$ cat config.mk
export PLATFORM = sky130hd
export DESIGN_NAME = mhsd_log_engine
export DESIGN_NICKNAME = d
export VERILOG_FILES = /design/src/hw/rtl/mhsd_pkg.sv /design/src/hw/rtl/mhsd_divider.sv /design/src/hw/rtl/mhsd_log_engine.sv
export SDC_FILE = /design/constraint.sdc
export NUM_CORES = 2
export LEC_CHECK = 0
export ABC_CLOCK_PERIOD_IN_PS = 21500
export BUFFER_PORTS_ARGS = -buffer_cell sky130_fd_sc_hd__buf_2
export CORE_UTILIZATION = 55
export DETAILED_ROUTE_END_ITERATION = 8
export PLACE_DENSITY = 0.68
export SLEW_MARGIN = 20
export SYNTH_ARGS = -nofsm -noshare
export SYNTH_HDL_FRONTEND = slang
export SYNTH_HIERARCHICAL = 1
export SYNTH_SLANG_ARGS = --single-unit
export TNS_END_PERCENT = 10
$ cat constraint.sdc
create_clock -name clk -period 21.5 [get_ports clk]
set_input_delay 4.3 -clock clk [delete_from_list [all_inputs] [get_ports clk]]
set_output_delay 4.3 -clock clk [all_outputs]
set_load 0.02 [all_outputs]
$ cat src/hw/rtl/mhsd_pkg.sv
// Shared types, codes and constants for the Mash distance sketch block.
package mhsd_pkg;

  localparam int MAX_ENTRIES_DEF = 1024;
  localparam int HASH_BITS_DEF   = 64;

  localparam int HASH_W  = 64;
  localparam int LIMIT_W = 11;
  localparam int KMER_W  = 7;
  localparam int INTER_W = 11;
  localparam int UNION_W = 12;
  localparam int DIST_W  = 32;
  localparam int CNT_W   = 12;   // internal union/intersection counters
  localparam int OPND_W  = 21;   // log operands, wide enough for the clamp constants
  localparam int EXP_W   = 5;
  localparam int LN_W    = 40;   // Q32.32 natural log, integer part below 8 bits
  localparam int DIV_W   = 64;
  localparam int TERM_W  = 32;
  localparam int JIDX_W  = 8;

  localparam logic [LIMIT_W-1:0] LIMIT_RESET = LIMIT_W'(1000);
  localparam logic [KMER_W-1:0]  KMER_RESET  = KMER_W'(21);

  localparam logic [DIV_W-1:0]  ONE_Q32 = DIV_W'(64'h1_0000_0000);
  localparam logic [TERM_W-1:0] LN2_Q32 = 32'd2977044472;
  localparam logic [JIDX_W-1:0] J_LIMIT = JIDX_W'(200);

  // Clamped operands: full union and empty intersection
  localparam logic [OPND_W-1:0] FULL_A  = OPND_W'(1000001);
  localparam logic [OPND_W-1:0] FULL_B  = OPND_W'(2);
  localparam logic [OPND_W-1:0] EMPTY_A = OPND_W'(1999999);
  localparam logic [OPND_W-1:0] EMPTY_B = OPND_W'(1999998);

  typedef enum logic [1:0] {
    CMD_APPEND_A = 2'd0,
    CMD_APPEND_B = 2'd1,
    CMD_COMPUTE  = 2'd2
  } cmd_t;

  localparam logic [1:0] STATUS_OK       = 2'd0;
  localparam logic [1:0] STATUS_EMPTY    = 2'd1;
  localparam logic [1:0] STATUS_OVERFLOW = 2'd2;

  localparam int CFG_IDX_W  = 1;
  localparam int CFG_DATA_W = 11;
  localparam logic [CFG_IDX_W-1:0] CFG_SKETCH_LIMIT = 1'd0;
  localparam logic [CFG_IDX_W-1:0] CFG_KMER_LENGTH  = 1'd1;

  typedef struct packed {
    logic [1:0]        command;
    logic [HASH_W-1:0] hash_value;
  } in_item_t;

  typedef struct packed {
    logic [INTER_W-1:0] intersection_count;
    logic [UNION_W-1:0] union_count;
    logic [DIST_W-1:0]  distance;
    logic [1:0]         status;
  } out_item_t;

  typedef struct packed {
    logic             start;
    logic [DIV_W-1:0] dividend;
    logic [DIV_W-1:0] divisor;
  } div_req_t;

  typedef struct packed {
    logic             done;
    logic [DIV_W-1:0] quotient;
  } div_resp_t;

  typedef struct packed {
    logic              start;
    logic [OPND_W-1:0] a;
    logic [OPND_W-1:0] b;
    logic [KMER_W-1:0] k;
  } log_req_t;

  typedef struct packed {
    logic              done;
    logic [DIST_W-1:0] distance;
  } log_resp_t;

  typedef enum logic [2:0] {
    ST_IDLE,
    ST_MREAD,
    ST_MCMP,
    ST_TAIL,
    ST_FINISH,
    ST_WAIT
  } top_state_t;

  typedef enum logic [3:0] {
    L_IDLE,
    L_NORM,
    L_SDIV,
    L_SQ,
    L_SQ2,
    L_CHK,
    L_TDIV,
    L_TMUL,
    L_TMUL2,
    L_EMUL,
    L_LN,
    L_QDIV,
    L_QWAIT
  } log_state_t;

endpackage

$ cat src/hw/rtl/mhsd_divider.sv
// Shared restoring divider, one quotient bit per cycle.
module mhsd_divider (
  input  logic                clk,
  input  logic                rst,
  input  mhsd_pkg::div_req_t  req,
  output mhsd_pkg::div_resp_t resp
);

  localparam int W   = mhsd_pkg::DIV_W;
  localparam int CW  = $clog2(W + 1);

  logic [W-1:0]  quo;
  logic [W:0]    rem;
  logic [W-1:0]  dvs;
  logic [CW-1:0] cnt;
  logic          busy;
  logic          done;
  logic [W:0]    shifted;
  logic          fits;

  assign shifted = {rem[W-1:0], quo[W-1]};
  assign fits    = shifted >= {1'b0, dvs};

  always_ff @(posedge clk) begin
    if (rst) begin
      busy <= 1'b0;
      done <= 1'b0;
      cnt  <= '0;
    end else begin
      // pulse on the last quotient bit
      done <= busy && !req.start && (cnt == CW'(1));
      if (req.start) begin
        quo  <= req.dividend;
        rem  <= '0;
        dvs  <= req.divisor;
        cnt  <= CW'(W);
        busy <= 1'b1;
      end else if (busy) begin
        // shift in one dividend bit, subtract where it fits
        if (fits) begin
          rem <= shifted - {1'b0, dvs};
        end else begin
          rem <= shifted;
        end
        quo <= {quo[W-2:0], fits};
        cnt <= cnt - CW'(1);
        if (cnt == CW'(1)) begin
          busy <= 1'b0;
        end
      end
    end
  end

  assign resp.done     = done;
  assign resp.quotient = quo;

endmodule

$ cat src/hw/rtl/mhsd_log_engine.sv
// Log-ratio sequencer: atanh-series ln in Q32.32 on one multiplier and the shared divider.
module mhsd_log_engine (
  input  logic                clk,
  input  logic                rst,
  input  mhsd_pkg::log_req_t  req,
  output mhsd_pkg::log_resp_t resp
);

  localparam int W   = mhsd_pkg::DIV_W;
  localparam int TW  = mhsd_pkg::TERM_W;
  localparam int LW  = mhsd_pkg::LN_W;
  localparam int OW  = mhsd_pkg::OPND_W;
  localparam int EW  = mhsd_pkg::EXP_W;
  localparam int JW  = mhsd_pkg::JIDX_W;
  localparam int KW  = mhsd_pkg::KMER_W;

  mhsd_pkg::log_state_t state, state_next;

  logic [OW-1:0] opnd_b;
  logic [OW-1:0] n;
  logic [KW-1:0] k;
  logic          second;
  logic [EW-1:0] e;
  logic [TW-1:0] s;
  logic [TW-1:0] s2;
  logic [TW-1:0] term;
  logic [LW-1:0] sum;
  logic [JW-1:0] j;
  logic [LW-1:0] ln_a;
  logic [LW-1:0] ln_b;
  logic [W-1:0]  prod;
  logic          done;
  logic [mhsd_pkg::DIST_W-1:0] dist_q;

  logic [EW-1:0] e_calc;
  logic [W-1:0]  x;
  logic [TW-1:0] mul_x;
  logic [TW-1:0] mul_y;
  logic [LW-1:0] ln_val;
  logic [LW-1:0] diff;
  logic [KW+7:0] scale;

  mhsd_pkg::div_req_t  div_req;
  mhsd_pkg::div_resp_t div_resp;

  mhsd_divider u_div (
    .clk  (clk),
    .rst  (rst),
    .req  (div_req),
    .resp (div_resp)
  );

  // Leading-one position of the operand
  always_comb begin
    e_calc = '0;
    for (int i = 1; i < OW; i++) begin
      if (n[i]) begin
        e_calc = EW'(i);
      end
    end
  end

  assign x      = W'(n) << (6'd32 - 6'(e_calc));
  assign ln_val = LW'(prod) + {sum[LW-2:0], 1'b0};
  assign diff   = (ln_a > ln_b) ? ln_a - ln_b : '0;
  assign scale  = {k, 8'd0};

  always_comb begin
    unique case (state)
      mhsd_pkg::L_SQ:   begin mul_x = s;        mul_y = s;                 end
      mhsd_pkg::L_TMUL: begin mul_x = term;     mul_y = s2;                end
      mhsd_pkg::L_EMUL: begin mul_x = TW'(e);   mul_y = mhsd_pkg::LN2_Q32; end
      default:          begin mul_x = '0;       mul_y = '0;                end
    endcase
  end

  always_ff @(posedge clk) begin
    prod <= W'(mul_x) * W'(mul_y);
  end

  always_comb begin
    state_next       = state;
    div_req.start    = 1'b0;
    div_req.dividend = '0;
    div_req.divisor  = W'(1);
    unique case (state)
      mhsd_pkg::L_IDLE: begin
        if (req.start) state_next = mhsd_pkg::L_NORM;
      end
      mhsd_pkg::L_NORM: begin
        div_req.start    = 1'b1;
        div_req.dividend = (x - mhsd_pkg::ONE_Q32) << 32;
        div_req.divisor  = x + mhsd_pkg::ONE_Q32;
        state_next       = mhsd_pkg::L_SDIV;
      end
      mhsd_pkg::L_SDIV: begin
        if (div_resp.done) state_next = mhsd_pkg::L_SQ;
      end
      mhsd_pkg::L_SQ:  state_next = mhsd_pkg::L_SQ2;
      mhsd_pkg::L_SQ2: state_next = mhsd_pkg::L_CHK;
      mhsd_pkg::L_CHK: begin
        if (term != '0 && j < mhsd_pkg::J_LIMIT) begin
          div_req.start    = 1'b1;
          div_req.dividend = W'(term);
          div_req.divisor  = W'(j);
          state_next       = mhsd_pkg::L_TDIV;
        end else begin
          state_next = mhsd_pkg::L_EMUL;
        end
      end
      mhsd_pkg::L_TDIV: begin
        if (div_resp.done) state_next = mhsd_pkg::L_TMUL;
      end
      mhsd_pkg::L_TMUL:  state_next = mhsd_pkg::L_TMUL2;
      mhsd_pkg::L_TMUL2: state_next = mhsd_pkg::L_CHK;
      mhsd_pkg::L_EMUL:  state_next = mhsd_pkg::L_LN;
      mhsd_pkg::L_LN:    state_next = second ? mhsd_pkg::L_QDIV : mhsd_pkg::L_NORM;
      mhsd_pkg::L_QDIV: begin
        // round to nearest: (d + 128k) / 256k
        div_req.start    = 1'b1;
        div_req.dividend = W'(diff) + W'(scale >> 1);
        div_req.divisor  = W'(scale);
        state_next       = mhsd_pkg::L_QWAIT;
      end
      mhsd_pkg::L_QWAIT: begin
        if (div_resp.done) state_next = mhsd_pkg::L_IDLE;
      end
      default: state_next = mhsd_pkg::L_IDLE;
    endcase
  end

  always_ff @(posedge clk) begin
    if (rst) begin
      state <= mhsd_pkg::L_IDLE;
      done  <= 1'b0;
    end else begin
      state <= state_next;
      done  <= (state == mhsd_pkg::L_QWAIT) && div_resp.done;
      unique case (state)
        mhsd_pkg::L_IDLE: begin
          if (req.start) begin
            n      <= req.a;
            opnd_b <= req.b;
            k      <= req.k;
            second <= 1'b0;
          end
        end
        mhsd_pkg::L_NORM: e <= e_calc;
        mhsd_pkg::L_SDIV: begin
          if (div_resp.done) begin
            s    <= div_resp.quotient[TW-1:0];
            term <= div_resp.quotient[TW-1:0];
            sum  <= '0;
            j    <= JW'(1);
          end
        end
        mhsd_pkg::L_SQ2: s2 <= prod[W-1:32];
        mhsd_pkg::L_TDIV: begin
          if (div_resp.done) sum <= sum + LW'(div_resp.quotient[TW-1:0]);
        end
        mhsd_pkg::L_TMUL2: begin
          term <= prod[W-1:32];
          j    <= j + JW'(2);
        end
        mhsd_pkg::L_LN: begin
          if (second) begin
            ln_b <= ln_val;
          end else begin
            ln_a   <= ln_val;
            n      <= opnd_b;
            second <= 1'b1;
          end
        end
        mhsd_pkg::L_QWAIT: begin
          if (div_resp.done) begin
            dist_q <= (div_resp.quotient[W-1:32] != '0) ? '1 : div_resp.quotient[31:0];
          end
        end
        default: ;
      endcase
    end
  end

  assign resp.done     = done;
  assign resp.distance = dist_q;

endmodule

# Yosys cells after proc, flatten, opt, wreduce, memory -nomap -nowiden
# Cells that the tools add are included.
dict set report classes {
  magnitude_cmp 3
  reduce_logical 28
  multipliers 1
  n_bitwise 2
  addsub 10
  n_eq_ne 18
  muxes 53
  n_shift 1
}
# cell count
set op_table {}
lappend op_table {{case mux 129 bit (3 select lines)} 1}
lappend op_table {{two-way mux 64 bit} 4}
lappend op_table {{case mux 32 bit (3 select lines)} 2}
lappend op_table {{two-way mux 129 bit} 1}
lappend op_table {{two-way mux 40 bit} 3}
lappend op_table {{two-way mux 5 bit} 17}
lappend op_table {{case mux 40 bit (2 select lines)} 1}
lappend op_table {{greater-or-equal comparator 65 x 64 -> 1 bit} 1}
lappend op_table {{adder 64 x 33 -> 64 bit, second input constant} 1}
lappend op_table {{multiplier 32 x 32 -> 64 bit} 1}
lappend op_table {{case mux 32 bit (2 select lines)} 1}
lappend op_table {{nonzero test 32 bit} 2}
lappend op_table {{<< shifter 21 x 6 -> 64 bit} 1}
lappend op_table {{subtractor 64 bit} 1}
lappend op_table {{case mux 4 bit (12 select lines)} 1}
lappend op_table {{two-way mux 21 bit} 2}
lappend op_table {{case mux 21 bit (2 select lines)} 1}
lappend op_table {{adder 40 x 14 -> 41 bit} 1}
lappend op_table {{adder 40 x 32 -> 40 bit} 1}
lappend op_table {{adder 40 bit} 1}
lappend op_table {{> comparator 40 bit} 1}
lappend op_table {{subtractor 40 bit} 1}
lappend op_table {{two-way mux 32 bit} 1}
lappend op_table {{subtractor 32 x 1 -> 32 bit, second input constant} 1}
lappend op_table {{27 further kinds} 68}
dict set report totals {
  ff_bits 581
  word_cells 139
}

# Logic depth before layout (Yosys ltp)
dict set report depth {
  ltp_word 27
  mapped_depth 37
  depth_no_buf 33
}

# Hierarchy
# The synthesis kept the hierarchy.
# module cells_per_inst seq_area_each_um2 instances area_per_inst_um2
set modules_own_cells {}
lappend modules_own_cells {mhsd_log_engine 6000 10660.2 1 55225.5}
lappend modules_own_cells {mhsd_divider 1100 5945.7 1 12141.6}

# Least setup slack after synthesis
# No wires, ideal clock.
dict set report synth_path {
  kind {in2reg}
  from {input port rst}
  to {register u_div.quo[0], enable pin}
  path_buffers 0
  slack_ns 10.332
  setup_ns 0.661
  cell_stages 1
  arrival_time_ns 10.508
  cell_sequence {a21oi_1}
}
dict set report synth_via {
  elab_chain_cells 2
}
# item line
set synth_rtl {}
lappend synth_rtl {{start, declared} mhsd_log_engine.sv:4} ;# input logic rst,
lappend synth_rtl {{inverter 1 bit (no source line)} -}
lappend synth_rtl {{AND reduction 2 bit (no source line)} -}
lappend synth_rtl {{end signal, assigned} mhsd_divider.sv:33} ;# quo <= req.dividend;
lappend synth_rtl {{end signal, assigned} mhsd_divider.sv:45} ;# quo <= {quo[W-2:0], fits};
lappend synth_rtl {{end, declared} mhsd_divider.sv:12} ;# logic [W-1:0] quo;
# No other way between the ends.
# A chain may end at the register's enable or synchronous reset.

# Worst setup path after layout
dict set report layout_path {
  from {register state[0]}
  to {register prod[63]}
}
dict set report layout_via {
  elab_chain_cells 3
  elab_cells_between_ends 6
}
# item line
set layout_rtl {}
lappend layout_rtl {{start, declared} mhsd_log_engine.sv:17} ;# mhsd_pkg::log_state_t state, state_next;
lappend layout_rtl {{start signal, assigned} mhsd_log_engine.sv:134} ;# state <= mhsd_pkg::L_IDLE;
lappend layout_rtl {{start signal, assigned} mhsd_log_engine.sv:137} ;# state <= state_next;
lappend layout_rtl {{== test 4 bit (tied with other cells)} mhsd_log_engine.sv:69} ;# unique case (state)
lappend layout_rtl {{case mux 32 bit (3 select lines)} mhsd_log_engine.sv:69}
lappend layout_rtl {{multiplier 32 x 32 -> 64 bit *} mhsd_log_engine.sv:78} ;# prod <= W'(mul_x) * W'(mul_y);
lappend layout_rtl {{end signal, assigned} mhsd_log_engine.sv:78}
lappend layout_rtl {{end, declared} mhsd_log_engine.sv:31} ;# logic [W-1:0] prod;
# Every way passes the cells marked *; elsewhere a longest branch is shown, timed or not.

==> results_dict.tcl <==
set metrics [dict create \
    run_status "finished, final reports clean" \
    p_per_area_mw_per_mm2 57.5 \
    core_mm2 0.122 \
    clock_sinks 579 \
    vias 52913 \
    synth_area_mm2 0.0674 \
    hpwl_mm 163 \
    highest_layer "met5" \
    cts_buffer_depth 3 \
    fin_crit_ns 12.02 \
    yosys_warnings 6 \
    setup_violations 0 \
    crit_type "register to register" \
    critPathMaxStageDelay_ns 0.93 \
    swShare_pct 36.7 \
    cap_violations 0 \
    grt_pass1_wl_mm 317 \
    crit_slowest_cell "a221o_1" \
    cts_resized 0 \
    wl_mm 208 \
    synth_async_sr_flop_share_pct 0 \
    syn_inst 7100 \
    drt_iter0_drc 5456 \
    first_pass_iters 6 \
    rows 128 \
    slew_viol_final 0 \
    synth_edf_count 501 \
    syn_to_final_growth_pct 6.93 \
    end_kind "register" \
    port_buffers 84 \
    fin_ws_ns 9.48 \
    drcViolationCount 0 \
    cts_htree_levels 2 \
    wl_per_cell_um 23.8 \
    crit_required_ns 22.12 \
    dpl_cell_area_mm2 0.0697 \
    chipHeight_um 352 \
    ant_nets 0 \
    antenna_found_initial 13 \
    finClkSkew_ns 0.0857 \
    cp_common_cell "fa_1" \
    finalHoldViolations 0 \
    postLayoutCellArea_mm2 0.0720 \
    fin_cells 8737 \
    arrival_ns 12.64 \
    min_path_type "register to register" \
    hold_buffers 0 \
    grt_usage_pct 33.6 \
    p_int_mw 2.62 \
    synth-seq-cells 579 \
    final_nets 8459 \
    period_share_pct 55.9 \
    post-cts-setup-buffers 0 \
    gr-total-overflow 0 \
    fmax_mhz 83.2 \
    routed_via_density 6.06 \
    tightest_slew_ns 1.18 \
    p_comb_share_pct 34.9 \
    critPathMaxFanout 83 \
    seq_power_share_pct 36.1 \
    wl_met3_mm 23.9 \
    cts_buffers 58 \
    cts_tree "built" \
    startpoint_type "register" \
    grt_max_degree 84 \
    switchingPower_mw 1.52 \
    finalSetupTns_ns 0 \
    total_power_mw 4.14 \
    synth_ff_type "edfxtp_1" \
    die-area_mm2 0.124 \
    p_leak_nw 31.4 \
    post-route-util_pct 59.2 \
    ioPinCount 85 \
    m1WireLength_mm 84.7 \
    place_inst 8619 \
    drive_above_1_share_pct 7.94 \
    whs_ns 0.431 \
    insertion_delay_ns 0.70 \
    grt_pass1_vias 52790 \
    avgSynthCellArea_um2 9.49 \
    yosys.cell_types.count 128 \
    routed-wl-met2_mm 91.0 \
    root_buffer "clkbuf_16" \
    cts.clk_slew.worst_paths_ns 0.07 \
    clockPowerShare_pct 29.0 \
    rsz0062_at_grt "false" \
    start_util_pct 55.3 \
    ir_drop_v 0.0000821 \
    die_w_um 352 \
    relSlewSlack_pct 21.5 \
    place.gp.congestion 0.995 \
    pre_cts_ws_ns 9.29 \
    yosysSeqAreaShare_pct 24.6 \
]
[cells in the final DEF (no fill, tap or decap), types with 28 or more instances in the layout]
cell / count
inv_1: 1027
fa_1: 901
nor2_1: 862
nand2_1: 843
edfxtp_1: 501
ha_1: 449
a21oi_1: 284
o21ai_0: 173
xnor2_1: 155
buf_4: 132
a21o_1: 125
mux2_2: 92
nand3_1: 89
buf_2: 84
xor2_1: 83
dfxtp_1: 78
nor3_1: 72
mux2i_1: 70
clkbuf_16: 58
nand4_1: 51
a22oi_1: 50
a22o_1: 49
and2_1: 47
or3_1: 47
and3_1: 40
a31oi_1: 40
o21a_1: 39
nor2b_1: 37
o21bai_1: 35
nand2b_1: 34
nor4_1: 33
o211ai_1: 29
a211oi_1: 28
[cell type report]
class	count	area (um^2)
Inverter	1030	3870
Sequential cell	579	16600
Multi-Input combinational cell	5170	45800
Clock inverter	42	763
Clock buffer	68	1500
Fill cell	10569	49700
Antenna cell	5	12.5
Tap cell	1625	2030
Timing Repair Buffer	218	1450
[synth_stat cells, drive strengths merged, types with 50 or more instances]
master  count  area share, %
inv      1029            5.7
a21o      128            1.4
mux2i      73            1.1
dfxtp      78            2.3
edfxtp    501             22
clkbuf    284            1.6
nand4      52           0.49
a22oi      56           0.62
xnor2     156            2.0
ha        449            8.3
and2       50           0.47
a21oi     290            2.2
fa        901             27
buf        50           0.47
nor2      869            4.9
nand3      90           0.68
nand2     848            4.7
xor2       83            1.1
mux2       92            1.5
nor3       79           0.62
o21ai     186            1.4
[power groups by stage]
stage                     clock network [mW]  logic [mW]  registers (mW)
after floorplan                            0        1.04            1.47
after global placement                     0        1.39            1.52
after detailed placement                   0        1.41            1.52
after CTS                               1.22        1.42            1.50
after global routing                    1.26        1.56            1.51
final                                   1.20        1.45            1.50
[worst paths after layout]
kind | cells past startpoint | slack, ns | from | end
min | 0 | 0.43 | prod[47] | s2[15]
max reg2reg | 32 | 9.48 | state[0] | prod[63]
min reg2reg | 0 | 0.43 | prod[47] | s2[15]
max | 32 | 9.48 | state[0] | prod[63]
[kinds of logic after synthesis]
group	count (synthesis)	share of synthesized area [%]
AOI/OAI and AO/OA	1109	11.4
and+or+nand+nor	2289	15.1
buffers and inverters	1364	7.86
muxes	169	2.80
xor gates and xnor gates	239	3.11
adders and majority gates	1350	35.1
other	1	0.00557
DFF	579	24.6
[sequential cells by signal, indices dropped and copies added, names as in the netlist, 21 cells and up]
| signal | cells |
|---|---|
| prod | 64 |
| u_div/dvs | 64 |
| u_div/quo | 64 |
| u_div/rem | 64 |
| ln_a | 40 |
| ln_b | 40 |
| sum | 39 |
| dist_q | 32 |
| s2 | 32 |
| s | 32 |
| term | 32 |
| n | 21 |
| opnd_b | 21 |
[critical path: cells and delay by family, from the launching register on]
| kind | cells | cell delay, ns |
|---|---|---|
| AOI/OAI and AO/OA | 10 | 4.00 |
| xor gates and xnor gates | 1 | 0.16 |
| adders and majority gates | 9 | 4.20 |
| buffers and inverters | 8 | 1.27 |
| DFF | 1 | 0.82 |
| and+or+nand+nor | 4 | 1.50 |
[routing by layer]
layer,track usage (%),vias to the layer above
li1,-,23376
met1,46.5,26440
met2,50.4,2618
met3,9.30,469
met4,12.1,10
met5,0,-
(Power assumes the default switching activity.)
